## src/hw/rtl/dll_pkg.sv

```systemverilog
`timescale 1ns / 1ps

package dll_pkg;

    localparam int NODES  = 64;
    localparam int IDX_W  = 6;
    localparam int LINK_W = 7;

    localparam logic [LINK_W-1:0] NULL_LINK = LINK_W'(NODES);

    typedef enum logic [1:0] {
        OP_INS_HEAD = 2'd0,
        OP_INS_TAIL = 2'd1,
        OP_REM_HEAD = 2'd2,
        OP_UNLINK   = 2'd3
    } op_t;

    typedef struct packed {
        logic [1:0]       opcode;
        logic [IDX_W-1:0] node_index;
    } item_t;

    typedef struct packed {
        logic [LINK_W-1:0] returned_node;
        logic [LINK_W-1:0] head_node;
        logic [LINK_W-1:0] tail_node;
        logic [LINK_W-1:0] entry_count;
    } result_t;

    typedef struct packed {
        op_t              op;
        logic [IDX_W-1:0] node;
    } cmd_t;

    typedef struct packed {
        logic              en;
        logic [IDX_W-1:0]  addr;
        logic [LINK_W-1:0] data;
    } link_wr_t;

    typedef struct packed {
        logic idle;
        logic exec_go;
    } back_status_t;

    function automatic logic is_slot(input logic [LINK_W-1:0] x);
        return x < NULL_LINK;
    endfunction

endpackage

```

## src/hw/rtl/dll_front.sv

```systemverilog
`timescale 1ns / 1ps

module dll_front (
    input  logic           aclk,
    input  logic           aresetn,
    input  logic           s_valid,
    output logic           s_ready,
    input  dll_pkg::item_t s_item,
    output logic           cmd_valid,
    input  logic           cmd_ready,
    output dll_pkg::cmd_t  cmd
);

    logic          front_valid_reg;
    logic          front_valid_next;
    dll_pkg::cmd_t cmd_reg;
    dll_pkg::cmd_t cmd_next;
    logic          take;

    assign s_ready   = !front_valid_reg || cmd_ready;
    assign take      = s_valid && s_ready;
    assign cmd_valid = front_valid_reg;
    assign cmd       = cmd_reg;

    always_comb begin
        cmd_next.op   = dll_pkg::op_t'(s_item.opcode);
        cmd_next.node = s_item.node_index;
        if (take) begin
            front_valid_next = 1'b1;
        end else if (cmd_ready) begin
            front_valid_next = 1'b0;
        end else begin
            front_valid_next = front_valid_reg;
        end
    end

    always_ff @(posedge aclk) begin
        if (!aresetn) begin
            front_valid_reg <= 1'b0;
        end else begin
            front_valid_reg <= front_valid_next;
        end
    end

    always_ff @(posedge aclk) begin
        if (take) begin
            cmd_reg <= cmd_next;
        end
    end

endmodule

```

## src/hw/rtl/dll_fifo.sv

```systemverilog
`timescale 1ns / 1ps

module dll_fifo #(
    parameter int DEPTH = 4
) (
    input  logic          aclk,
    input  logic          aresetn,
    input  logic          in_valid,
    output logic          in_ready,
    input  dll_pkg::cmd_t in_cmd,
    output logic          out_valid,
    input  logic          out_ready,
    output dll_pkg::cmd_t out_cmd
);

    localparam int PTR_W = $clog2(DEPTH);
    localparam int CNT_W = $clog2(DEPTH + 1);

    dll_pkg::cmd_t    slots [DEPTH];
    logic [PTR_W-1:0] wr_ptr_reg;
    logic [PTR_W-1:0] wr_ptr_next;
    logic [PTR_W-1:0] rd_ptr_reg;
    logic [PTR_W-1:0] rd_ptr_next;
    logic [CNT_W-1:0] count_reg;
    logic [CNT_W-1:0] count_next;
    logic             push;
    logic             pop;

    assign in_ready  = count_reg != CNT_W'(DEPTH);
    assign out_valid = count_reg != '0;
    assign push      = in_valid && in_ready;
    assign pop       = out_valid && out_ready;
    assign out_cmd   = slots[rd_ptr_reg];

    always_comb begin
        wr_ptr_next = wr_ptr_reg;
        rd_ptr_next = rd_ptr_reg;
        count_next  = count_reg;
        if (push) begin
            wr_ptr_next = (wr_ptr_reg == PTR_W'(DEPTH - 1)) ? '0 : wr_ptr_reg + PTR_W'(1);
        end
        if (pop) begin
            rd_ptr_next = (rd_ptr_reg == PTR_W'(DEPTH - 1)) ? '0 : rd_ptr_reg + PTR_W'(1);
        end
        if (push && !pop) begin
            count_next = count_reg + CNT_W'(1);
        end else if (pop && !push) begin
            count_next = count_reg - CNT_W'(1);
        end
    end

    always_ff @(posedge aclk) begin
        if (!aresetn) begin
            wr_ptr_reg <= '0;
            rd_ptr_reg <= '0;
            count_reg  <= '0;
        end else begin
            wr_ptr_reg <= wr_ptr_next;
            rd_ptr_reg <= rd_ptr_next;
            count_reg  <= count_next;
        end
    end

    always_ff @(posedge aclk) begin
        if (push) begin
            slots[wr_ptr_reg] <= in_cmd;
        end
    end

endmodule

```

## src/hw/rtl/dll_back.sv

```systemverilog
`timescale 1ns / 1ps

module dll_back (
    input  logic                  aclk,
    input  logic                  aresetn,
    input  logic                  in_valid,
    output logic                  in_ready,
    input  dll_pkg::cmd_t         in_cmd,
    output logic                  m_valid,
    input  logic                  m_ready,
    output dll_pkg::result_t      m_result,
    output dll_pkg::back_status_t status
);

    localparam int IW = dll_pkg::IDX_W;
    localparam int LW = dll_pkg::LINK_W;

    typedef enum logic [2:0] {
        ST_IDLE = 3'b001,
        ST_EXEC = 3'b010,
        ST_WR2  = 3'b100
    } state_t;

    state_t state_reg;
    state_t state_next;

    logic [LW-1:0] next_mem [dll_pkg::NODES];
    logic [LW-1:0] prev_mem [dll_pkg::NODES];
    logic [LW-1:0] nx_rd_reg;
    logic [LW-1:0] pv_rd_reg;
    logic [IW-1:0] rd_addr;

    dll_pkg::cmd_t cmd_reg;

    logic [LW-1:0] head_reg;
    logic [LW-1:0] head_next;
    logic [LW-1:0] tail_reg;
    logic [LW-1:0] tail_next;
    logic [LW-1:0] len_reg;
    logic [LW-1:0] len_next;

    logic [LW-1:0] head_step;
    logic [LW-1:0] tail_step;
    logic [LW-1:0] len_step;
    logic [LW-1:0] ret_step;
    logic [LW-1:0] node_w;
    logic [LW-1:0] grown;
    logic [LW-1:0] shrunk;
    logic          list_empty;

    dll_pkg::link_wr_t nx_w1;
    dll_pkg::link_wr_t pv_w1;
    dll_pkg::link_wr_t nx_w2;
    dll_pkg::link_wr_t pv_w2;
    dll_pkg::link_wr_t nx_w2_reg;
    dll_pkg::link_wr_t pv_w2_reg;
    dll_pkg::link_wr_t nx_wr;
    dll_pkg::link_wr_t pv_wr;

    logic             out_valid_reg;
    logic             out_valid_next;
    dll_pkg::result_t out_data_reg;
    dll_pkg::result_t out_data_next;

    logic pop;
    logic exec_go;

    assign in_ready = state_reg == ST_IDLE;
    assign pop      = in_valid && in_ready;
    assign exec_go  = (state_reg == ST_EXEC) && (!out_valid_reg || m_ready);
    assign rd_addr  = (in_cmd.op == dll_pkg::OP_REM_HEAD) ? head_reg[IW-1:0] : in_cmd.node;

    assign m_valid        = out_valid_reg;
    assign m_result       = out_data_reg;
    assign status.idle    = state_reg == ST_IDLE;
    assign status.exec_go = exec_go;

    assign node_w     = {1'b0, cmd_reg.node};
    assign list_empty = len_reg == '0;
    assign grown      = (len_reg < dll_pkg::NULL_LINK) ? len_reg + LW'(1) : len_reg;
    assign shrunk     = list_empty ? len_reg : len_reg - LW'(1);

    // The first write of each table happens as the step executes, the second in the following cycle,
    // so that where both hit the same slot the later one of the sequence wins.
    always_comb begin
        head_step = head_reg;
        tail_step = tail_reg;
        len_step  = len_reg;
        ret_step  = dll_pkg::NULL_LINK;
        nx_w1     = '0;
        pv_w1     = '0;
        nx_w2     = '0;
        pv_w2     = '0;
        case (cmd_reg.op)
            dll_pkg::OP_INS_HEAD: begin
                nx_w1     = '{en: 1'b1, addr: cmd_reg.node, data: head_reg};
                pv_w1     = '{en: 1'b1, addr: cmd_reg.node, data: dll_pkg::NULL_LINK};
                pv_w2     = '{en: !list_empty && dll_pkg::is_slot(head_reg),
                              addr: head_reg[IW-1:0], data: node_w};
                head_step = node_w;
                if (list_empty) begin
                    tail_step = node_w;
                end
                len_step  = grown;
                ret_step  = node_w;
            end
            dll_pkg::OP_INS_TAIL: begin
                pv_w1     = '{en: 1'b1, addr: cmd_reg.node, data: tail_reg};
                nx_w1     = '{en: 1'b1, addr: cmd_reg.node, data: dll_pkg::NULL_LINK};
                nx_w2     = '{en: !list_empty && dll_pkg::is_slot(tail_reg),
                              addr: tail_reg[IW-1:0], data: node_w};
                tail_step = node_w;
                if (list_empty) begin
                    head_step = node_w;
                end
                len_step  = grown;
                ret_step  = node_w;
            end
            dll_pkg::OP_REM_HEAD: begin
                if (!list_empty && dll_pkg::is_slot(head_reg)) begin
                    head_step = nx_rd_reg;
                    if (!dll_pkg::is_slot(nx_rd_reg)) begin
                        tail_step = dll_pkg::NULL_LINK;
                    end
                    pv_w1    = '{en: dll_pkg::is_slot(nx_rd_reg), addr: nx_rd_reg[IW-1:0],
                                 data: dll_pkg::NULL_LINK};
                    nx_w1    = '{en: 1'b1, addr: head_reg[IW-1:0], data: dll_pkg::NULL_LINK};
                    pv_w2    = '{en: 1'b1, addr: head_reg[IW-1:0], data: dll_pkg::NULL_LINK};
                    len_step = shrunk;
                    ret_step = head_reg;
                end
            end
            dll_pkg::OP_UNLINK: begin
                if (node_w == head_reg) begin
                    head_step = nx_rd_reg;
                end
                if (node_w == tail_reg) begin
                    tail_step = pv_rd_reg;
                end
                nx_w1    = '{en: dll_pkg::is_slot(pv_rd_reg), addr: pv_rd_reg[IW-1:0],
                             data: nx_rd_reg};
                pv_w1    = '{en: dll_pkg::is_slot(nx_rd_reg), addr: nx_rd_reg[IW-1:0],
                             data: pv_rd_reg};
                nx_w2    = '{en: 1'b1, addr: cmd_reg.node, data: dll_pkg::NULL_LINK};
                pv_w2    = '{en: 1'b1, addr: cmd_reg.node, data: dll_pkg::NULL_LINK};
                len_step = shrunk;
                ret_step = node_w;
            end
            default: begin
                ret_step = dll_pkg::NULL_LINK;
            end
        endcase
    end

    always_comb begin
        nx_wr = '0;
        pv_wr = '0;
        if (exec_go) begin
            nx_wr = nx_w1;
            pv_wr = pv_w1;
        end else if (state_reg == ST_WR2) begin
            nx_wr = nx_w2_reg;
            pv_wr = pv_w2_reg;
        end
    end

    always_comb begin
        head_next = exec_go ? head_step : head_reg;
        tail_next = exec_go ? tail_step : tail_reg;
        len_next  = exec_go ? len_step : len_reg;

        out_data_next.returned_node = ret_step;
        out_data_next.head_node     = head_step;
        out_data_next.tail_node     = tail_step;
        out_data_next.entry_count   = len_step;

        if (exec_go) begin
            out_valid_next = 1'b1;
        end else if (m_ready) begin
            out_valid_next = 1'b0;
        end else begin
            out_valid_next = out_valid_reg;
        end

        state_next = state_reg;
        case (state_reg)
            ST_IDLE: begin
                if (pop) begin
                    state_next = ST_EXEC;
                end
            end
            ST_EXEC: begin
                if (exec_go) begin
                    state_next = ST_WR2;
                end
            end
            ST_WR2: begin
                state_next = ST_IDLE;
            end
            default: begin
                state_next = ST_IDLE;
            end
        endcase
    end

    always_ff @(posedge aclk) begin
        if (!aresetn) begin
            state_reg     <= ST_IDLE;
            head_reg      <= dll_pkg::NULL_LINK;
            tail_reg      <= dll_pkg::NULL_LINK;
            len_reg       <= '0;
            out_valid_reg <= 1'b0;
        end else begin
            state_reg     <= state_next;
            head_reg      <= head_next;
            tail_reg      <= tail_next;
            len_reg       <= len_next;
            out_valid_reg <= out_valid_next;
        end
    end

    always_ff @(posedge aclk) begin
        if (pop) begin
            cmd_reg <= in_cmd;
        end
        if (exec_go) begin
            nx_w2_reg    <= nx_w2;
            pv_w2_reg    <= pv_w2;
            out_data_reg <= out_data_next;
        end
    end

    always_ff @(posedge aclk) begin
        if (pop) begin
            nx_rd_reg <= next_mem[rd_addr];
            pv_rd_reg <= prev_mem[rd_addr];
        end
        if (nx_wr.en) begin
            next_mem[nx_wr.addr] <= nx_wr.data;
        end
        if (pv_wr.en) begin
            prev_mem[pv_wr.addr] <= pv_wr.data;
        end
    end

endmodule

```

## src/hw/rtl/doubly_linked_list_manager_core.sv

```systemverilog
// Keeps one doubly linked list over 64 node slots; the value 64 stands for null.
// Input words arrive on s_valid/s_ready/s_item, each carrying an opcode (insert at
// head, insert at tail, remove head, unlink a given node) and a node index.
// Every input word yields exactly one result word on m_valid/m_ready/m_result: the
// node returned, and the head, tail and entry count after the operation.
// An input register and a small command queue sit ahead of the execution unit, so
// the sender can keep posting words while the unit is busy.
// The unit handles one word at a time: queue pop with the link reads, execute, then the
// second link write, before it takes the next word. The separate second write step is
// set by the single write port of each link memory.
// A stalled receiver holds the result in the output register; the unit waits in its
// execute step and the queue fills, after which s_ready falls.
// Synchronous reset (aresetn low) empties the list and the queue. The link memories
// are not cleared; they are always written before they are read on a sound list.
`timescale 1ns / 1ps

module doubly_linked_list_manager_core #(
    parameter int QUEUE_DEPTH = 4
) (
    input  logic             aclk,
    input  logic             aresetn,
    input  logic             s_valid,
    output logic             s_ready,
    input  dll_pkg::item_t   s_item,
    output logic             m_valid,
    input  logic             m_ready,
    output dll_pkg::result_t m_result
);

    logic                  f_valid;
    logic                  f_ready;
    dll_pkg::cmd_t         f_cmd;
    logic                  q_valid;
    logic                  q_ready;
    dll_pkg::cmd_t         q_cmd;
    dll_pkg::back_status_t bk_status;

    dll_front u_front (
        .aclk      (aclk),
        .aresetn   (aresetn),
        .s_valid   (s_valid),
        .s_ready   (s_ready),
        .s_item    (s_item),
        .cmd_valid (f_valid),
        .cmd_ready (f_ready),
        .cmd       (f_cmd)
    );

    dll_fifo #(
        .DEPTH (QUEUE_DEPTH)
    ) u_fifo (
        .aclk      (aclk),
        .aresetn   (aresetn),
        .in_valid  (f_valid),
        .in_ready  (f_ready),
        .in_cmd    (f_cmd),
        .out_valid (q_valid),
        .out_ready (q_ready),
        .out_cmd   (q_cmd)
    );

    dll_back u_back (
        .aclk     (aclk),
        .aresetn  (aresetn),
        .in_valid (q_valid),
        .in_ready (q_ready),
        .in_cmd   (q_cmd),
        .m_valid  (m_valid),
        .m_ready  (m_ready),
        .m_result (m_result),
        .status   (bk_status)
    );

`ifndef NO_ASSERTIONS
    a_result_from_exec: assert property (@(posedge aclk) disable iff (!aresetn)
        $rose(m_valid) |-> $past(bk_status.exec_go))
        else $error("Result appeared without an executed step.");

    a_no_pop_after_exec: assert property (@(posedge aclk) disable iff (!aresetn)
        bk_status.exec_go |=> !(q_valid && q_ready))
        else $error("Queue popped while the second link write was pending.");

    a_count_bound: assert property (@(posedge aclk) disable iff (!aresetn)
        m_valid |-> (m_result.entry_count <= dll_pkg::NULL_LINK))
        else $error("Entry count exceeds the pool size.");
`endif

endmodule
```

## config.mk

```make
export PLATFORM = sky130hd
export DESIGN_NAME = doubly_linked_list_manager_core
export DESIGN_NICKNAME = d
export VERILOG_FILES = /design/src/hw/rtl/dll_pkg.sv /design/src/hw/rtl/dll_front.sv /design/src/hw/rtl/dll_fifo.sv /design/src/hw/rtl/dll_back.sv /design/src/hw/rtl/doubly_linked_list_manager_core.sv
export SDC_FILE = /design/constraint.sdc
export NUM_CORES = 1
export LEC_CHECK = 0
export ABC_AREA = 1
export BUFFER_PORTS_ARGS = -buffer_cell sky130_fd_sc_hd__buf_2
export CORE_MARGIN = 4
export CORE_UTILIZATION = 35
export CTS_CLUSTER_DIAMETER = 120
export CTS_CLUSTER_SIZE = 28
export DETAILED_ROUTE_END_ITERATION = 10
export HOLD_SLACK_MARGIN = 0.1
export SLEW_MARGIN = 20
export SYNTH_ARGS = -nofsm -noshare
export SYNTH_HDL_FRONTEND = slang
export SYNTH_SLANG_ARGS = --single-unit
```

## constraint.sdc

```tcl
create_clock -name aclk -period 10 [get_ports aclk]
set_input_delay 1.5 -clock aclk [delete_from_list [all_inputs] [get_ports aclk]]
set_output_delay 1.5 -clock aclk [all_outputs]
set_load 0.05 [all_outputs]
```

# Word-level counts from Yosys, hierarchy flattened
# Memory sizes are Yosys's and may differ from the RTL's. A register that Yosys moved wholly into a read port is not among the register bits.
# Cells that the tools add are included.
[totals]
mem_count = 3
out_inout_bits = 30
mem_bits_rw = 928
reg_bits = 105
[memory_table]
columns = ["memory", "depth", "word_bits", "rd", "rd_clocked_by_memory_dff", "wr", "line", "source"]
rows = [
  ["u_back.next_mem", 64, 7, 1, 1, 1, "dll_back.sv:27", "logic [LW-1:0] next_mem [dll_pkg::NODES];"],
  ["u_back.prev_mem", 64, 7, 1, 1, 1, "dll_back.sv:28", "logic [LW-1:0] prev_mem [dll_pkg::NODES];"],
  ["u_fifo.slots", 4, 8, 1, 1, 1, "dll_fifo.sv:19", "dll_pkg::cmd_t slots [DEPTH];"],
]
[classes]
reduce_logical = 24
mux = 45
n_addsub = 6
eq_ne = 14
n_lt_le_gt_ge = 5
[ops]
columns = ["cell", "count"]
rows = [
  ["$pmux 14 s4", 2],
  ["$mux 14", 6],
  ["$mux 7", 11],
  ["$pmux 7 s4", 2],
  ["$pmux 14 s3", 1],
  ["$lt 7x7->1 const B", 5],
  ["$pmux 14 s2", 1],
  ["$pmux 7 s3", 1],
  ["$eq 6x7->1", 2],
  ["$pmux 7 s2", 1],
  ["$mux 3", 4],
  ["$eq 2x2->1 const B", 5],
  ["$mux 1", 10],
  ["$logic_and 1x1->1", 8],
  ["$mux 2", 4],
  ["$add 7x1->7 const B", 1],
  ["$logic_not 7->1", 1],
  ["$sub 7x1->7 const B", 1],
  ["$mux 6", 1],
  ["$pmux 3 s2", 1],
  ["$reduce_bool 2->1", 3],
  ["$logic_not 1->1", 5],
  ["$add 2x1->2 const B", 2],
  ["$add 3x1->3 const B", 1],
  ["14 further kinds", 15],
]

# Longest topological paths before layout
# Gate-level depths: netlist of the first run.
[depth]
word_depth = 8
ltp_mapped = 18

# Cells and area by module
# From an unflattened synthesis of the first run, not the netlist that was laid out.
[hier_totals]
hier_cells = 4751
area_unflattened_um2 = 47600.7
[modules_own_cells]
columns = ["mod", "instances", "area_per_inst_um2", "cells_each", "seq_area_each_um2"]
rows = [
  ["dll_back", 1, 45622.5, 4590, 29748.5],
  ["dll_fifo", 1, 1686.6, 146, 1141.1],
  ["dll_front", 1, 291.5, 15, 260.2],
]

# Worst setup path after synthesis of the first run
# OpenSTA, ideal clock, no wires.
[synth_timing]
path_kind = "input port to flip-flop"
startpoint = "input m_ready"
endpoint = "memory u_back.next_mem[0][4] in the netlist's numbering (data pin)"
path_buffers = 2
setup_ps = 356
t_required_ps = 9644
setup_slack_ps = 4837
cell_stages = 8
arrival_ps = 4807
cell_sequence = "nor2_1 > inv_1 > nand2_1 > clkinv_1 > clkbuf_1 > buf_1 > nand2_1 > nand2_1"
[synth_rtl]
columns = ["element", "line", "source"]
rows = [
  ["from (decl)", "doubly_linked_list_manager_core.sv:26", "input logic m_ready,"],
  ["to (decl)", "dll_back.sv:27", ""],
]

==> impl_metrics.json, run 1 <==
{
  "setup_viol": 0,
  "synth_area_leaders": "edfxtp_1 (65%), nand3_1 (11%), nand2_1 (8.2%)",
  "worstHoldPathType": "reg -> reg",
  "avgRoutedWirePerCell_um": 19.3,
  "r2r_end": "u_back.pv_rd_reg[2]$_DFFE_PP_",
  "antenna_cells": 0,
  "power.total_uw": 13900,
  "cts_tree": "built",
  "crit_arrival_ns": 5.90,
  "hold_depth": 2,
  "place_area_um2": 48800,
  "seq_area_frac_synth": 0.662,
  "crit_type": "reg -> reg",
  "worstMarginPinSlew_ns": 1.17,
  "vias_per_cell": 5.03,
  "area_growth_pct": 6.28,
  "syn_area_um2": 47000,
  "maxCapViolations": 0,
  "startpoint_type": "register",
  "end_kind": "register",
  "clockBufferDepth": 3,
  "final_hold_viol_count": 0,
  "path_buf_inv": 3,
  "core_um2": 133000,
  "max_clock_freq_ghz": 0.182,
  "rsz0062_at_grt": "false",
  "syn_avg_cell_area_um2": 9.98,
  "synth_top_area_frac": 0.648,
  "die_area_um2": 140000,
  "whs_ns": 0.507,
  "worst_path_most_repeated_cell": "nand3_1",
  "path_max_fanout": 149,
  "antenna_left": 0,
  "powerDensity_nw_per_um2": 278,
  "cts_root_buffer": "clkbuf_16",
  "grt_pass1_vias": 30700,
  "synth_cell_types": 46,
  "synthArstFlopShare": 0,
  "status": "completed",
  "min_from": "u_fifo.count_reg[2]$_SDFFE_PN0P_",
  "slew_viol_final": 0,
  "firstDrtPassIters": 6,
  "vias": 32200,
  "insertion_delay_ns": 0.66,
  "cts_sinks": 1049,
  "grt-ovfl-total": 0,
  "layout_setup_ws_ns": 4.51,
  "htreeDepth": 2,
  "synthFlopType": "edfxtp_1",
  "cp_top_family": "simple AND/OR/NAND/NOR gates",
  "fin_crit_ns": 5.49,
  "synth_edf_count": 1014,
  "syn_inst": 4713,
  "grt_start_max_net_pins": 168,
  "initial_core_util": 0.352,
  "fp.dieH_um": 375,
  "post_cts_resized": 0,
  "p_leak_uw": 0.0210,
  "final_area_um2": 50000,
  "postCtsHoldBufs": 0,
  "cts_buffers": 43,
  "slowest_delay_ns": 0.80,
  "placementRows": 134,
  "syn_nets": 4734,
  "grt_usage": 0.170,
  "slew_headroom": 0.221,
  "place_congestion": 0.896,
  "ir_drop_uv": 483,
  "dp_slack_ns": 4.28,
  "grt_pass1_wl_mm": 188,
  "synth_warnings": 0,
  "fin_tns_setup_ns": 0,
  "finalCritPeriodShare": 0.549,
  "antenna_found_initial": 0,
  "clk_pin_slew_ns": 0.11,
  "io-pin-count": 42,
  "postRouteWirelength_mm": 123,
  "first_iter_violations": 3407,
  "cp_slowest_cell": "buf_4",
  "crit_chain": "inv_2 > nand2_1 > nand3_1 > nand2_1 > nand2_2 > nand2_2 > nand2_8 > buf_6 > buf_4 > nand2_1 > nand3_1 > nand3_1 > nand3_1 > nand3_1 > nand3_1 > nand2_1",
  "min_to": "u_fifo.count_reg[2]$_SDFFE_PN0P_",
  "place_hpwl_mm": 71.3,
  "synth_seq_cells": 1049,
  "required_ns": 10.41,
  "port_buffers": 41,
  "biggestRegsByFlops": "u_back.next_mem: 448 flops, u_back.prev_mem: 448 flops, u_fifo.slots: 32 flops",
  "drive_gt1_frac": 0.0372,
  "die_x_um": 375,
  "fin_nets": 4632,
  "r2r_setup_slack_ns": 4.51,
  "drcViolationCount": 0,
  "fin_skew_ns": 0.0324,
  "worstRegToRegCells": 16,
  "cts_setup_buffers": 0,
  "synth_top_cell_by_area": "edfxtp_1"
}
==> worst register-to-register path, delay by kind of cell (launching register included) <==
family                 cells  cell delay [ns]
buffers and inverters      3             2.10
flip-flops                 1             0.51
AND/OR/NAND/NOR           13             2.64
==> synth_stat cells, types with 2 or more instances <==
cell type and count:
a211oi_1 3, a21o_1 2, a21oi_1 48, a22o_1 2, a22oi_1 4, buf_1 5, buf_2 153, buf_4 5
buf_6 3, clkbuf_1 62, clkinv_1 6, dfxtp_1 35, edfxtp_1 1014, ha_1 8, inv_1 946, inv_2 6
nand2_1 1022, nand2_2 5, nand3_1 988, nand3_2 2, nand3b_1 5, nand4_1 7, nor2_1 207, nor2_2 2
nor2_4 3, nor3_1 10, o2111ai_1 2, o211ai_1 3, o21ai_0 95, o21ai_1 5, o21ai_4 2, o221ai_1 6
o22ai_1 27, xnor2_1 3, xor2_1 6
==> routing by layer <==
metal,global-route usage,share of wire
met3,0.0204,0.067
met1,0.240,0.44
met2,0.278,0.47
met5,0,0
met4,0.0481,0.027
==> cell families (layout without fill, tap and decap cells) <==
logic type                 Yosys count  in the layout  synth area share
AOI/OAI and AO/OA                  207            207            0.0252
xor gates and xnor gates             9              9           0.00168
adders and majority gates            9              9           0.00255
buffers and inverters             1186           1102            0.0996
DFF                               1049           1049             0.662
and+or+nand+nor                   2253           2253             0.208
==> worst max path at each step <==
stage,startpoint,end,slack (ns),cells after the start
finish,register,u_back.pv_rd_reg[2]$_DFFE_PP_,4.51,16
global route,register,u_back.nx_rd_reg[5]$_DFFE_PP_,4.04,16
CTS,register,u_back.nx_rd_reg[4]$_DFFE_PP_,4.25,16
detailed placement,register,u_back.nx_rd_reg[4]$_DFFE_PP_,4.28,16
global placement,register,u_back.nx_rd_reg[4]$_DFFE_PP_,4.28,15
floorplan,m_ready,u_back.next_mem[0][4]$_DFFE_PP_,4.84,8
==> stage by stage <==
step / utilization / instances
detailed placement: 0.366 / 6334
floorplan: - / 4713
global placement: 0.366 / 6334
finish: 0.374 / 6397
CTS: 0.374 / 6397
global route: 0.374 / 6397
==> layout make-up <==
class / count / area, µm²
repair buffers: 81 / 551
inverters: 958 / 3600
clock inverters: 4 / 42.5
flip-flops and latches: 1049 / 31100
fillers: 13300 / 83500
multi-input cells: 2478 / 11300
well taps: 1768 / 2210
clock buffers: 59 / 1140
==> layout by cell type (no fill, tap or decap), types with 4 or more instances in the layout <==
| master | n |
|---|---|
| edfxtp_1 | 1014 |
| nand3_1 | 988 |
| inv_2 | 7 |
| o221ai_1 | 6 |
| nand2_1 | 1011 |
| xor2_1 | 6 |
| nand2_2 | 14 |
| o22ai_1 | 27 |
| clkinv_1 | 5 |
| nor2_1 | 206 |
| a21oi_1 | 48 |
| nand4_1 | 7 |
| nor3_1 | 9 |
| o21ai_0 | 94 |
| buf_4 | 35 |
| clkbuf_16 | 43 |
| inv_1 | 944 |
| o21ai_4 | 4 |
| clkbuf_1 | 16 |
| ha_1 | 8 |
| nand3b_1 | 5 |
| buf_2 | 41 |
| dfxtp_1 | 35 |
==> power by group <==
| part | switching (µW) | internal, µW | leakage [µW] |
|---|---|---|---|
| Sequential | 170 | 5060 | 0.00866 |
| Clock | 1330 | 813 | 0.000570 |
| Combinational | 4840 | 1700 | 0.0117 |
Note: power is estimated with default switching activity, not from simulation.
==> run 2, diff against run 1 <==
- clock period: 10 -> 4.6 ns (I/O delays scaled with it)
==> run 2 against run 1 <==
  * Cell count grew 1.8%
  * Clock power grew 120%
  * Total power grew 120%
  * Via count shrank 0.17%
  * Non-clock buffer count grew 116
  * Utilization grew 0.82 points
  * Wire length shrank 0.42%
  * Sequential power grew 120%
  * Clock skew shrank 0.0065 ns
==> impl_metrics.json, run 2 (synthesis results as in run 1) <==
{
  "status": "completed",
  "cp_slowest_cell": "dfxtp_1",
  "intPower_uw": 16900,
  "pwr-share-clk": 0.149,
  "post-route-util": 0.383,
  "cts_setup_buffers": 0,
  "crit_arrival_ns": 4.56,
  "clockBufferDepth": 3,
  "switching_share": 0.454,
  "io-pin-count": 42,
  "required_ns": 5.00,
  "grt_usage": 0.170,
  "grt_pass1_vias": 30800,
  "drcViolationCount": 0,
  "worstHoldPathType": "in -> reg",
  "insertion_delay_ns": 0.65,
  "final_hold_viol_count": 0,
  "startpoint_type": "register",
  "first_iter_violations": 3378,
  "nFillCells": 13200,
  "fin_skew_ns": 0.0258,
  "crit_type": "reg -> reg",
  "grt_pass1_wl_mm": 187,
  "fin_tns_setup_ns": 0,
  "crit_chain": "inv_2 > nand2_1 > nand3_1 > nand2_1 > nand2_2 > nand2_1 > o21ai_4 > inv_4 > buf_4 > buf_4 > nand3_1 > nand3_1 > nand3_1 > nand3_1 > nand2_1",
  "htreeDepth": 2,
  "slew_viol_final": 0,
  "worst_path_most_repeated_cell": "nand3_1",
  "biggestRegsByFlops": "u_back.next_mem: 448 flops, u_back.prev_mem: 448 flops, u_fifo.slots: 32 flops",
  "vias": 32200,
  "p_seq_frac": 0.366,
  "grt-ovfl-total": 0,
  "p_leak_uw": 0.0216,
  "maxCapViolations": 0,
  "place_area_um2": 49900,
  "switching_power_uw": 14000,
  "worstMarginPinSlew_ns": 1.05,
  "placementRows": 134,
  "port_buffers": 41,
  "drive_gt1_frac": 0.0607,
  "max_clock_freq_ghz": 0.241,
  "place_congestion": 0.972,
  "cts_root_buffer": "clkbuf_16",
  "postCtsHoldBufs": 0,
  "seq_area_um2": 31100,
  "whs_ns": 0.230,
  "layout_common_cells": "edfxtp_1 (1014), nand2_1 (1011), nand3_1 (988)",
  "postRouteWirelength_mm": 123,
  "p_comb_frac": 0.485,
  "setup_viol": 0,
  "multi_input_area_um2": 11300,
  "place_hpwl_mm": 75.3,
  "path_buf_inv": 4,
  "fin_crit_ns": 4.15,
  "avgRoutedWirePerCell_um": 18.8,
  "die_x_um": 375,
  "finalCritPeriodShare": 0.903,
  "area_growth_pct": 8.61,
  "powerDensity_nw_per_um2": 606,
  "final_area_um2": 51100,
  "ir_drop_uv": 800,
  "cts_sinks": 1049,
  "core_um2": 133000,
  "die_area_um2": 140000,
  "clk_pin_slew_ns": 0.11,
  "grt_start_max_net_pins": 113,
  "initial_core_util": 0.352,
  "fp.dieH_um": 375,
  "antenna_found_initial": 2,
  "path_max_fanout": 34,
  "slowest_delay_ns": 0.75,
  "antenna_left": 0,
  "fin_nets": 4748,
  "rsz0062_at_grt": "false",
  "slew_headroom": 0.297,
  "cp_top_family": "simple AND/OR/NAND/NOR gates",
  "cts_buffers": 43,
  "cts_tree": "built",
  "vias_per_cell": 4.94,
  "end_kind": "register",
  "post_cts_resized": 0,
  "final_common_cell": "edfxtp_1",
  "firstDrtPassIters": 6
}
[run 2: changes by cell type in the layout (fill, tap and decap cells not counted)]
cell	previous run	this run
buf_4	35	135
buf_12	3	21
buf_6	2	0
diode_2	0	1
nand2_2	14	13
nand2_4	2	3
[run 2: through the flow]
step	total power [µW]	setup WS, ns	instances
3_3_place_gp	26400	0.424	6450
6_report	30900	0.447	6514
2_1_floorplan	21200	0.247	4713
5_1_grt	32700	0.209	6513
4_1_cts	31000	0.423	6513
3_5_place_dp	26400	0.447	6450
[run 2: per-layer routing]
layer / routed length, µm / part of all wire / up-vias / global-route usage
li1: - / - / 15400 / -
met2: 58700 / 0.48 / 1064 / 0.287
met5: 18 / 0.00015 / - / 0
met4: 2820 / 0.023 / 2 / 0.0416
met3: 8010 / 0.065 / 183 / 0.0224
met1: 53100 / 0.43 / 15500 / 0.234
[run 2: cell type report]
class / count / share of cell area
Sequential cell: 1049 / 0.610
Multi-Input combinational cell: 2478 / 0.221
Inverter: 958 / 0.0705
Tap cell: 1768 / 0.0433
Timing Repair Buffer: 197 / 0.0321
Clock buffer: 59 / 0.0222
Clock inverter: 4 / 0.000833
Antenna cell: 1 / 0.0000490
[run 2: path summary, 6_finish.rpt]
path	startpoint	to	slack (ns)	cells after the start
max	register	u_back.pv_rd_reg[0]$_DFFE_PP_	0.45	15
min	s_item[4]	u_front.cmd[4]$_DFFE_PP_	0.23	1
max reg2reg	register	u_back.pv_rd_reg[0]$_DFFE_PP_	0.45	15
min reg2reg	u_front.cmd[1]$_DFFE_PP_	u_fifo.slots[1][1]$_DFFE_PP_	0.51	0
[run 2: power groups by stage]
stage          logic [µW]  clock network, µW  registers, µW
2_1_floorplan        9790                  0          11400
3_3_place_gp        14800                  0          11500
3_5_place_dp        14900                  0          11500
4_1_cts             14900               4740          11300
5_1_grt             16300               5090          11300
6_report            15000               4620          11300
[run 2: worst reg2reg max path, delay by kind of cell, from the launching register on]
kind / cells / cell delay, ns
and+or+nand+nor: 10 / 1.66
DFF: 1 / 0.75
AOI/OAI and AO/OA: 1 / 0.10
buffers and inverters: 4 / 1.43
